$ cat src/sv/summed_area_rect_stats_core_macros.svh
// Assertion macros used by the summed-area statistics datapath.
`ifndef SUMMED_AREA_RECT_STATS_CORE_MACROS_SVH
`define SUMMED_AREA_RECT_STATS_CORE_MACROS_SVH

// Same-cycle implication, sampled on clk, quiet during rst
`define SARSC_ASSERT_IMP(lbl, ante, cons, msg) \
  lbl: assert property (@(posedge clk) disable iff (rst) (ante) |-> (cons)) else $error(msg);

// Next-cycle implication, sampled on clk, quiet during rst
`define SARSC_ASSERT_NXT(lbl, ante, cons, msg) \
  lbl: assert property (@(posedge clk) disable iff (rst) (ante) |=> (cons)) else $error(msg);

`endif

$ cat src/sv/sarsc_pkg.sv
// Shared types and constants of the summed-area statistics core.
`timescale 1ns / 1ps
package sarsc_pkg;

  localparam int MAX_WIDTH_DEF  = 256;
  localparam int MAX_HEIGHT_DEF = 256;

  localparam int CFG_W    = 9;
  localparam int PADDR_W  = 3;
  localparam int PDATA_W  = 32;
  // register indexes
  localparam logic REG_IMAGE_WIDTH  = 1'b0;
  localparam logic REG_IMAGE_HEIGHT = 1'b1;

  localparam int PIX_W    = 8;
  localparam int SUM_W    = 24;
  localparam int SQ_W     = 32;
  localparam int PROD_W   = 48;
  localparam int SS_W     = 50;
  localparam int AREA_W   = 17;
  localparam int AVG_W    = 8;
  localparam int SCORE_W  = 34;
  localparam int DIV_STEPS = SS_W;

  localparam int IN_TDATA_W  = 56;
  localparam int OUT_TDATA_W = 248;

  // input modes
  localparam logic MODE_LOAD  = 1'b0;
  localparam logic MODE_QUERY = 1'b1;

  // corner codes
  localparam logic [1:0] CORNER_RB = 2'd0;
  localparam logic [1:0] CORNER_LB = 2'd1;
  localparam logic [1:0] CORNER_RT = 2'd2;
  localparam logic [1:0] CORNER_LT = 2'd3;

  // divider operand select
  localparam logic [1:0] DIV_SS = 2'd0;
  localparam logic [1:0] DIV_R  = 2'd1;
  localparam logic [1:0] DIV_G  = 2'd2;
  localparam logic [1:0] DIV_B  = 2'd3;

  // one table entry: three channel sums and three sums of squares
  typedef struct packed {
    logic [SQ_W-1:0]  sq_b;
    logic [SQ_W-1:0]  sq_g;
    logic [SQ_W-1:0]  sq_r;
    logic [SUM_W-1:0] sum_b;
    logic [SUM_W-1:0] sum_g;
    logic [SUM_W-1:0] sum_r;
  } entry_t;

  typedef struct packed {
    logic       accept_load;
    logic       accept_query;
    logic       rd_prev;
    logic       wr;
    logic       rd_corner;
    logic [1:0] corner;
    logic       t1_load;
    logic       sq_mul;
    logic       sq_add;
    logic [1:0] sq_ch;
    logic       div_load;
    logic       div_step;
    logic       div_store;
    logic [1:0] div_sel;
    logic       out_load;
  } cmd_t;

  typedef struct packed {
    logic query_bad;
    logic out_busy;
  } status_t;

endpackage

$ cat src/sv/sarsc_ctrl.sv
// Sequencer for loads and rectangle queries.
`timescale 1ns / 1ps
module sarsc_ctrl (
  input  logic              clk,
  input  logic              rst,
  input  logic              s_tvalid,
  input  logic              mode,
  output logic              s_tready,
  input  sarsc_pkg::status_t st,
  output sarsc_pkg::cmd_t    cmd
);
  import sarsc_pkg::*;

  localparam logic [2:0] S_IDLE  = 3'd0;
  localparam logic [2:0] S_LD_RD = 3'd1;
  localparam logic [2:0] S_LD_WR = 3'd2;
  localparam logic [2:0] S_Q_RD  = 3'd3;
  localparam logic [2:0] S_Q_ACC = 3'd4;
  localparam logic [2:0] S_Q_SQ  = 3'd5;
  localparam logic [2:0] S_Q_DIV = 3'd6;
  localparam logic [2:0] S_Q_OUT = 3'd7;

  localparam logic [5:0] DIV_LAST = 6'(DIV_STEPS + 1);

  logic [2:0] state, state_next;
  logic [5:0] cnt, cnt_next;
  logic [1:0] sel, sel_next;

  always_ff @(posedge clk) begin
    if (rst) begin
      state <= S_IDLE;
      cnt   <= '0;
      sel   <= '0;
    end else begin
      state <= state_next;
      cnt   <= cnt_next;
      sel   <= sel_next;
    end
  end

  // next state and commands
  always_comb begin
    state_next = state;
    cnt_next   = cnt;
    sel_next   = sel;
    s_tready   = 1'b0;
    cmd        = '0;
    cmd.corner  = cnt[1:0];
    cmd.sq_ch   = cnt[1:0];
    cmd.div_sel = sel;
    case (state)
      S_IDLE: begin
        s_tready = 1'b1;
        cnt_next = '0;
        sel_next = DIV_SS;
        if (s_tvalid) begin
          if (mode == MODE_LOAD) begin
            cmd.accept_load = 1'b1;
            state_next      = S_LD_RD;
          end else begin
            cmd.accept_query = 1'b1;
            state_next       = st.query_bad ? S_Q_OUT : S_Q_RD;
          end
        end
      end
      S_LD_RD: begin
        cmd.rd_prev = 1'b1;
        state_next  = S_LD_WR;
      end
      S_LD_WR: begin
        cmd.wr     = 1'b1;
        state_next = S_IDLE;
      end
      S_Q_RD: begin
        cmd.rd_corner = 1'b1;
        cnt_next      = cnt + 6'd1;
        if (cnt[1:0] == CORNER_LT) begin
          cnt_next   = '0;
          state_next = S_Q_ACC;
        end
      end
      S_Q_ACC: begin
        state_next = S_Q_SQ;
      end
      S_Q_SQ: begin
        cmd.t1_load = (cnt == 6'd0);
        cmd.sq_mul  = (cnt < 6'd3);
        cmd.sq_add  = (cnt != 6'd0);
        cnt_next    = cnt + 6'd1;
        if (cnt == 6'd3) begin
          cnt_next   = '0;
          state_next = S_Q_DIV;
        end
      end
      S_Q_DIV: begin
        cmd.div_load  = (cnt == 6'd0);
        cmd.div_step  = (cnt != 6'd0) && (cnt != DIV_LAST);
        cmd.div_store = (cnt == DIV_LAST);
        cnt_next      = cnt + 6'd1;
        if (cnt == DIV_LAST) begin
          cnt_next = '0;
          sel_next = sel + 2'd1;
          if (sel == DIV_B) begin
            state_next = S_Q_OUT;
          end
        end
      end
      S_Q_OUT: begin
        if (!st.out_busy) begin
          cmd.out_load = 1'b1;
          state_next   = S_IDLE;
        end
      end
      default: begin
        state_next = S_IDLE;
      end
    endcase
  end

endmodule

$ cat config.mk
export PLATFORM = sky130hd
export DESIGN_NAME = sarsc_ctrl
export DESIGN_NICKNAME = d
export VERILOG_FILES = /design/src/sv/summed_area_rect_stats_core_macros.svh /design/src/sv/sarsc_pkg.sv /design/src/sv/sarsc_ctrl.sv
export SDC_FILE = /design/constraint.sdc
export NUM_CORES = 1
export LEC_CHECK = 0
export BUFFER_PORTS_ARGS = -buffer_cell sky130_fd_sc_hd__buf_2
export CORE_MARGIN = 3
export CORE_UTILIZATION = 45
export CTS_CLUSTER_DIAMETER = 200
export DETAILED_ROUTE_END_ITERATION = 8
export PLACE_DENSITY_LB_ADDON = 0.3
export SLEW_MARGIN = 30
export SYNTH_ARGS = -nofsm -noshare
export SYNTH_HDL_FRONTEND = slang
export SYNTH_SLANG_ARGS = --single-unit
$ cat constraint.sdc
create_clock -name clk -period 1.6 [get_ports clk]
set_clock_uncertainty 0.15 [all_clocks]
set_input_delay 0.4 -clock clk [delete_from_list [all_inputs] [get_ports clk]]
set_output_delay 0.4 -clock clk [all_outputs]
set_load 0.05 [all_outputs]
==> flow_metrics.py, run 1 <==
metrics = {
    "synthesis": {
        "synth_nets": 131,
        "ys_warn_count": 0,
        "syn_avg_cell_area_sq_um": 8.40,
        "yosysTopAreaCell": "dfxtp_1",
        "synth.top_cells.by_area": "dfxtp_1, ha_1, nand2_1",
        "syn_inst": 120,
        "synth-main-ff-cell": "dfxtp_1",
        "syn_area_sq_um": 1010,
        "ys_seq_area_frac": 0.218,
        "synthDistinctLibCells": 45,
        "synth_edf_count": 0,
        "synth_top_area_frac": 0.218,
        "ys_seq_elements": 11,
        "async_reset_ff_frac": 0,
    },
    "cts": {
        "cts_buffers": 3,
        "clkSinkCount": 11,
        "htreeDepth": 1,
        "cts.path.max_buffers": 2,
        "clockRootBuffer": "clkbuf_4",
    },
    "place": {
        "hpwl_um": 2190,
        "portBuffers": 24,
        "globalplace.congestion": 0.879,
        "dp.cells": 196,
        "dp_worst_setup_slack_ps": -188,
    },
    "floorplan": {
        "ios": 25,
        "num_rows": 16,
        "start_util": 0.494,
        "die_h_um": 53.3,
        "die_x_um": 53.3,
    },
    "status": {
        "failing_step": "global routing",
        "status": "stopped before the end",
        "first-error": "[ERROR DPL-0038] Utilization greater than 100%, impossible to legalize",
    },
    "timing": {
        "worst_endpoint": "cmd[4]",
        "endpoint_type": "top-level output",
    },
    "global_routing": {
        "grt_max_degree": 12,
    },
}
[kinds of logic after synthesis]
logic type,synth area share
AO/OA/AOI/OAI,0.179
multiplexers,0.0596
adder cells (fa/ha/maj),0.0620
buffers and inverters,0.117
AND/OR/NAND/NOR,0.320
XOR/XNOR,0.0447
flip-flops,0.218
[stage by stage]
step	setup TNS, ps	utilization	cell area, sq um
floorplan	-2280	-	1150
global placement	-1320	0.743	1520
detailed placement	-1830	0.743	1520
CTS	-4570	0.933	1910
[cell usage after synthesis (all sizes together), types with 2 or more instances]
| cell type | instances |
|---|---|
| a211oi | 2 |
| a21oi | 6 |
| a31oi | 2 |
| and2 | 3 |
| and3 | 2 |
| buf | 9 |
| dfxtp | 11 |
| ha | 5 |
| inv | 7 |
| mux2 | 2 |
| mux2i | 3 |
| nand2 | 13 |
| nand2b | 3 |
| nand3 | 4 |
| nand3b | 2 |
| nor2 | 14 |
| nor2b | 2 |
| nor3 | 6 |
| nor4 | 2 |
| o21a | 2 |
| o221ai | 2 |
[timing repair]
item / CTS
resized for setup: 66
hold buffers: 0
pin swaps: 24
setup buffers: 14
setup endpoints to repair: 22
==> inputs of run 2 (changes only) <==
- CORE_AREA: default -> 3 3 64 66
- CORE_MARGIN: 3 -> default
- CORE_UTILIZATION: 45 -> default
- CTS_CLUSTER_DIAMETER: 200 -> default
- DIE_AREA: default -> 0 0 67 69
- PLACE_DENSITY_LB_ADDON: 0.3 -> 0.15
- clock period: 1.6 -> 2.08 ns (I/O delays scaled with it)
==> flow_metrics.py, run 2 <==
metrics = {
    "synthesis": {
        "synth_top_area_frac": 0.218,
        "yosysTopAreaCell": "dfxtp_1",
        "synthDistinctLibCells": 45,
        "ys_seq_elements": 11,
        "synth_edf_count": 0,
        "synth_most_common_cell": "nand2_1",
        "synth.top_cells.by_area": "dfxtp_1, ha_1, nand2_1",
        "async_reset_ff_frac": 0,
        "ys_seq_area_frac": 0.218,
        "syn_inst": 120,
        "ys_warn_count": 0,
        "synth-main-ff-cell": "dfxtp_1",
        "syn_area_sq_um": 1010,
        "syn_avg_cell_area_sq_um": 8.40,
        "synth_nets": 131,
        "synthTopCellsByCount": "nand2_1, nor2_1, dfxtp_1, inv_1, nor3_1",
    },
    "floorplan": {
        "num_rows": 22,
        "die_h_um": 69,
        "die-area_sq_um": 4620,
        "die_x_um": 67,
        "ios": 25,
        "core_area_sq_um": 3630,
        "start_util": 0.278,
    },
    "cts": {
        "cts_hold_repair.buffers": 0,
        "clockRootBuffer": "clkbuf_8",
        "path_clk_slew_ps": 50,
        "cts.path.max_buffers": 2,
        "clkSinkCount": 11,
        "cts_buffers": 3,
        "htreeDepth": 1,
        "clk_latency_ps": 240,
        "cts_tree": "done",
    },
    "timing": {
        "maxSlewViolCount": 0,
        "hold_viol_final": 0,
        "finalCritPeriodShare": 0.978,
        "fmax_ghz": 0.491,
        "finalSetupTns_ps": 0,
        "period_minus_slack_ps": 2040,
        "max-slew-margin-rel": 0.750,
        "tightest_slew_ps": 375,
        "setup_viol": 0,
        "rsz0062_at_grt": "yes",
    },
    "final_layout": {
        "reg_top3": "cnt x6, state x3, sel x2",
        "syn_to_final_growth_pct": 42.6,
        "fillCellCount": 397,
        "largest_reg_flops": 6,
        "finalNonFillerCells": 206,
        "drive_gt1_frac": 0.532,
        "final_common_cell": "buf_4",
        "finish.utilization": 0.396,
        "nets": 170,
        "layout_common_cells": "buf_4, buf_2, nand2_1, nor2_1, buf_6",
        "regMostFlops": "cnt",
        "antenna_cells": 0,
    },
    "worst_hold_path": {
        "hold_start": "cnt[3]",
        "hold_end": "cnt[3]",
        "whs_path_depth": 2,
        "worstHoldPathType": "register to register",
    },
    "route": {
        "drt-met1-wl_um": 1220,
        "ant_nets": 0,
        "drtIter0Drc": 47,
        "route.met3.wl_um": 117,
        "drc_errors": 0,
        "wl_um": 2650,
        "routedWlPerCell_um": 12.8,
        "viasPerCell": 4.76,
        "top_layer": "met4",
        "wl_met2_um": 1240,
        "drtPass1Iterations": 4,
        "vias": 981,
    },
    "global_routing": {
        "grt_util_all_layers": 0.125,
        "grt_pass1_vias": 987,
        "grt_first_pass_wirelength_um": 4570,
        "grt_antenna_before_repair": 0,
        "grt_max_degree": 12,
        "grt.overflow.total": 0,
    },
    "place": {
        "dp.cells": 197,
        "globalplace.congestion": 0.702,
        "portBuffers": 24,
        "hpwl_um": 2090,
    },
    "setup_path": {
        "cp.required_ps": 1410,
        "critPathKind": "register to output port",
        "rrSetupSlack_ps": 190,
        "critPathSlowestCell": "dfxtp_4",
        "worst-path-buf-inv": 1,
        "crit_path_max_fanout": 4,
        "rr_endpoint": "state[0]",
        "cp.arrival_ps": 1370,
        "cpPeakStageDelay_ps": 350,
        "crit_chain": "nor4_4 -> nand2_1 -> nor2_2 -> buf_6",
        "crit_family": "simple AND/OR/NAND/NOR gates",
        "rr_worst_depth": 6,
        "r2r_start": "state[2]",
        "worstSetupEndpointType": "output port",
        "start_kind": "register",
    },
    "power_and_ir_drop": {
        "power_density_nw_per_um2": 1010,
        "power.leakage_uw": 0.000660,
        "ir_drop_mv": 0.218,
        "total_power_uw": 1450,
    },
    "status": {
        "status": "finished, final reports clean",
    },
    "run": {
        "max_cap_viol_count": 0,
    },
}
==> run 2: cell counts after synthesis <==
Identical to the previous run, type by type.
==> run 2: what timing repair did <==
| item | CTS | global route |
|---|---|---|
| resized for setup | 21 | 16 |
| setup buffers | 3 | 2 |
| pin swaps | 4 | 9 |
| endpoints found under the setup margin | 12 | 10 |
==> run 2: area by class of cell <==
type                            instances  area, sq um  share of cell area
Multi-Input combinational cell         92          726               0.505
Timing Repair Buffer                   44          339               0.236
Sequential cell                        11          241               0.168
Tap cell                               48         60.1              0.0418
Clock buffer                            4         45.0              0.0313
Inverter                                7         26.3              0.0183
==> run 2: cell families after synthesis <==
logic type,share of synthesized area
mux,0.0596
flops,0.218
simple gates,0.320
buf+inv,0.117
fa+ha+maj,0.0620
compound gates,0.179
xor+xnor,0.0447
==> run 2: power breakdown <==
part | switching (uW) | leakage, uW | internal [uW]
combinational | 547 | 0.000543 | 384
clock | 83.4 | 0.0000228 | 135
sequential | 55.4 | 0.0000945 | 247
total | 686 | 0.000660 | 766
==> run 2: through the flow <==
stage | worst slack [ps] | cell area (sq um) | hold slack (ps)
after floorplan | -319 | 1040 | 343
after global placement | 123 | 1250 | 366
after detailed placement | 91.5 | 1250 | 379
after CTS | 2.34 | 1360 | 346
after global routing | -24.9 | 1440 | 392
final | 44.7 | 1440 | 358
==> run 2: layer usage <==
metal,global-route usage,vias to the layer above
met5,0,-
met4,0.0541,0
met3,0.0179,7
met2,0.201,23
met1,0.161,453
li1,-,498
==> run 2: worst max path at each step <==
stage,startpoint,end,slack (ps),depth (start not counted)
after detailed placement,cnt[5],cmd[10],90,4
after CTS,state[1],cmd[16],2,4
after global routing,cnt[5],cmd[9],-20,4
after global placement,state[2],cmd[16],120,4
after floorplan,state[0],cmd[17],-320,4
final,cnt[5],cmd[9],40,4
==> run 2: worst min-delay path, delay by kind of cell, from the launching register on <==
kind,cells,cell delay (ps)
flip-flops,1,370
AND/OR/NAND/NOR,2,110
Note: power is estimated with default switching activity, not from simulation.
==> inputs of run 3 (changes only) <==
- ABC_CLOCK_PERIOD_IN_PS: default -> 2080
- PLACE_DENSITY: default -> 0.59
- PLACE_DENSITY_LB_ADDON: 0.15 -> default
==> flow_metrics.py, run 3 (same netlist as run 2, synthesis figures left out) <==
metrics = {
    "final_layout": {
        "multi_input_area_sq_um": 717,
        "largest_reg_flops": 6,
        "syn_to_final_growth_pct": 39.0,
        "seq_area_sq_um": 241,
        "regMostFlops": "cnt",
        "antenna_cells": 0,
        "reg_top3": "cnt x6, state x3, sel x2",
        "final_common_cell": "buf_4",
        "nets": 168,
        "fillCellCount": 385,
        "final_cell_area_sq_um": 1400,
        "drive_gt1_frac": 0.519,
        "finish.utilization": 0.386,
        "layout_common_cells": "buf_4, buf_2, nand2_1, buf_6",
    },
    "setup_path": {
        "worstSetupEndpointType": "output port",
        "crit_start": "state[1]",
        "start_kind": "register",
        "cp-endpoint": "cmd[13]",
        "cp.required_ps": 1410,
        "rr_worst_depth": 6,
        "r2r_start": "cnt[5]",
        "rrSetupSlack_ps": 220,
        "crit_path_max_fanout": 7,
        "cp.arrival_ps": 1370,
        "critPathKind": "register to output port",
        "rr_endpoint": "state[0]",
    },
    "power_and_ir_drop": {
        "swShare": 0.482,
        "p_sw_uw": 699,
        "power_frac_clock": 0.155,
        "p_int_uw": 750,
        "seqPwrFrac": 0.229,
        "power.leakage_uw": 0.000642,
        "power_density_nw_per_um2": 1030,
        "total_power_uw": 1450,
        "power_frac_comb": 0.616,
        "ir_drop_mv": 0.316,
    },
    "timing": {
        "fmax_ghz": 0.490,
        "finalCritPeriodShare": 0.981,
        "holdWs_ps": 353,
        "max-slew-margin-rel": 0.773,
        "tightest_slew_ps": 339,
        "maxSlewViolCount": 0,
        "hold_viol_final": 0,
        "setup_viol": 0,
        "rsz0062_at_grt": "yes",
        "finalWorstSetupSlack_ps": 39.4,
        "period_minus_slack_ps": 2040,
    },
    "place": {
        "hpwl_um": 1990,
        "dp_worst_setup_slack_ps": 70.9,
        "portBuffers": 24,
        "globalplace.congestion": 0.791,
        "place_area_sq_um": 1200,
    },
    "cts": {
        "clkSinkCount": 11,
        "htreeDepth": 1,
        "cts_buffers": 3,
        "clk_latency_ps": 250,
        "clockRootBuffer": "clkbuf_8",
        "cts.path.max_buffers": 2,
        "cts_tree": "done",
        "path_clk_slew_ps": 60,
    },
    "global_routing": {
        "grt.overflow.total": 0,
        "grt_max_degree": 14,
        "grt_first_pass_wirelength_um": 4200,
        "grt_antenna_before_repair": 0,
        "grt_pass1_vias": 890,
        "grt_util_all_layers": 0.118,
    },
    "route": {
        "wl_um": 2670,
        "top_layer": "met4",
        "drt-met1-wl_um": 1110,
        "wl_met2_um": 1330,
        "vias": 993,
        "drtIter0Drc": 53,
        "drtPass1Iterations": 4,
        "viasPerCell": 4.87,
        "drc_errors": 0,
        "route.met3.wl_um": 167,
        "ant_nets": 0,
        "routedWlPerCell_um": 13.1,
    },
    "run": {
        "max_cap_viol_count": 0,
    },
    "floorplan": {
        "die_x_um": 67,
        "core_area_sq_um": 3630,
        "start_util": 0.278,
        "die_h_um": 69,
        "die-area_sq_um": 4620,
        "num_rows": 22,
        "ios": 25,
    },
    "worst_hold_path": {
        "whs_path_depth": 2,
        "worstHoldPathType": "register to register",
    },
    "status": {
        "status": "finished, final reports clean",
    },
}
run 3: how the worst min path moves through the flow:
| stage | from | endpoint | slack (ps) |
|---|---|---|---|
| after floorplan | cnt[5] | cnt[5] | 340 |
| after global placement | cnt[5] | cnt[5] | 360 |
| after detailed placement | cnt[5] | cnt[5] | 380 |
| after CTS | cnt[5] | cnt[5] | 350 |
| after global routing | cnt[4] | cnt[4] | 370 |
| final | cnt[3] | cnt[3] | 350 |
run 3: stage by stage:
| step | TNS (ps) | std cells |
|---|---|---|
| final | 0 | 204 |
| after global routing | -204 | 204 |
| after CTS | -2.14 | 197 |
| after detailed placement | 0 | 191 |
| after global placement | 0 | 191 |
| after floorplan | -321 | 120 |
run 3: power by group through the flow:
stage / logic, uW / clock network (uW) / registers (uW)
2_1_floorplan: 711 / 0 / 274
3_3_place_gp: 778 / 0 / 323
3_5_place_dp: 790 / 0 / 327
4_1_cts: 835 / 232 / 331
5_1_grt: 943 / 245 / 339
6_report: 892 / 225 / 332
run 3: layout make-up:
class,instances,area share
multi-input combinational,92,0.512
timing repair buffer,42,0.222
sequential,11,0.172
tap,48,0.0429
clock buffer,4,0.0321
inverter,7,0.0188
run 3: layer usage:
metal | GRT usage | vias up
li1 | - | 491
met1 | 0.146 | 452
met2 | 0.181 | 43
met3 | 0.0244 | 7
met4 | 0.0721 | 0
met5 | 0 | -
run 3: timing repair:
item	in CTS	in global routing
setup endpoints to repair	13	10
pin swaps	5	9
setup buffers	2	7
hold endpoints to repair	0	0
hold buffers	0	0
gates resized for setup	23	13
run 3: worst max-delay path: stages, from the launching register on:
cell      delay, ps
dfxtp_4         380
buf_4           130
nand2_1         100
nor2_1          230
clkbuf_4        290
==> inputs of run 4 (changes only) <==
- ABC_CLOCK_PERIOD_IN_PS: 2080 -> 2200
- clock period: 2.08 -> 2.2 ns (I/O delays scaled with it)
==> flow_metrics.py, run 4 (same netlist as run 2, synthesis figures left out) <==
metrics = {
    "timing": {
        "period_minus_slack_ps": 2170,
        "holdWs_ps": 369,
        "tightest_slew_ps": 340,
        "fmax_ghz": 0.462,
        "finalCritPeriodShare": 0.985,
        "rsz0062_at_grt": "yes",
        "max-slew-margin-rel": 0.771,
        "setup_viol": 0,
        "maxSlewViolCount": 0,
        "hold_viol_final": 0,
        "finalSetupTns_ps": 0,
    },
    "cts": {
        "cts_buffers": 3,
        "clk_latency_ps": 240,
        "clockRootBuffer": "clkbuf_8",
        "clkSinkCount": 11,
        "htreeDepth": 1,
        "cts.path.max_buffers": 2,
        "path_clk_slew_ps": 50,
        "cts_tree": "done",
    },
    "power_and_ir_drop": {
        "power_frac_clock": 0.161,
        "total_power_uw": 1250,
        "seqPwrFrac": 0.252,
        "ir_drop_mv": 0.255,
        "power_density_nw_per_um2": 980,
        "p_sw_uw": 602,
        "power.leakage_uw": 0.000588,
        "swShare": 0.483,
        "p_int_uw": 646,
        "power_frac_comb": 0.587,
    },
    "floorplan": {
        "die-area_sq_um": 4620,
        "start_util": 0.278,
        "num_rows": 22,
        "die_x_um": 67,
        "die_h_um": 69,
        "ios": 25,
        "core_area_sq_um": 3630,
    },
    "route": {
        "ant_nets": 0,
        "routedWlPerCell_um": 12.3,
        "viasPerCell": 4.81,
        "drtIter0Drc": 110,
        "drc_errors": 0,
        "wl_um": 2380,
        "vias": 933,
        "drtPass1Iterations": 4,
    },
    "setup_path": {
        "cp.required_ps": 1500,
        "crit_path_max_fanout": 7,
        "critPathKind": "register to output port",
        "cp.arrival_ps": 1470,
        "start_kind": "register",
        "worstSetupEndpointType": "output port",
    },
    "global_routing": {
        "grt_first_pass_wirelength_um": 3890,
        "grt.overflow.total": 0,
        "grt_max_degree": 16,
        "grt_pass1_vias": 880,
        "grt_util_all_layers": 0.105,
        "grt_antenna_before_repair": 0,
    },
    "final_layout": {
        "nets": 158,
        "layout_common_cells": "buf_2, nand2_1, buf_4, nor2_1, inv_1",
        "largest_reg_flops": 6,
        "finish.utilization": 0.351,
        "drive_gt1_frac": 0.425,
        "syn_to_final_growth_pct": 26.3,
        "reg_top3": "cnt x6, state x3, sel x2",
        "antenna_cells": 0,
        "final_common_cell": "buf_2",
        "regMostFlops": "cnt",
    },
    "worst_hold_path": {
        "worstHoldPathType": "register to register",
    },
    "place": {
        "portBuffers": 24,
        "hpwl_um": 1900,
        "globalplace.congestion": 0.869,
    },
    "status": {
        "status": "finished, final reports clean",
    },
    "run": {
        "max_cap_viol_count": 0,
    },
}
[run 4: power groups by stage]
stage          logic (uW)  registers, uW  clock network, uW
3_5_place_dp          721            311                  0
2_1_floorplan         668            259                  0
4_1_cts               727            312                210
3_3_place_gp          713            309                  0
5_1_grt               790            324                216
6_report              732            315                201
[run 4: worst max-delay path, cell delays in order (launching register included)]
cell and delay (ps):
dfxtp_1 380, and4bb_4 400, nand4_2 180, inv_1 110, buf_6 160
[run 4: layout make-up]
class | instances | area, sq um
fillers | 386 | 2360
clock buffers | 4 | 45.0
multi-input cells | 92 | 701
inverters | 7 | 26.3
well taps | 48 | 60.1
flip-flops and latches | 11 | 230
repair buffers | 32 | 211
[run 4: worst paths after layout]
check	startpoint	endpoint	slack [ps]	cells past startpoint
worst max-delay path	cnt[3]	cmd[3]	30	4
worst min-delay path	cnt[4]	cnt[4]	370	2
worst max register to register	cnt[1]	state[0]	380	5
worst min register to register	cnt[4]	cnt[4]	370	2
[run 4: per-stage QoR]
step	std cells	setup slack (ps)	cell area [sq um]
global route	194	-39.3	1270
floorplan	120	-229	1040
global placement	188	157	1170
finish	194	34.0	1270
CTS	193	1.35	1240
detailed placement	188	86.1	1170
[run 4: repair_timing]
| action | CTS | global route |
|---|---|---|
| endpoints found under the setup margin | 11 | 8 |
| hold buffers | 0 | 0 |
| resized for setup | 11 | 10 |
| pin swaps | 2 | 2 |
| setup buffers | 1 | 1 |
[run 4: per-layer routing]
metal | global-route usage | wire length, um | vias up
met2 | 0.172 | 1210 | 28
met3 | 0 | 110 | 2
met5 | 0 | 0 | -
met1 | 0.132 | 1040 | 437
li1 | - | - | 466
met4 | 0.0676 | 22 | 0
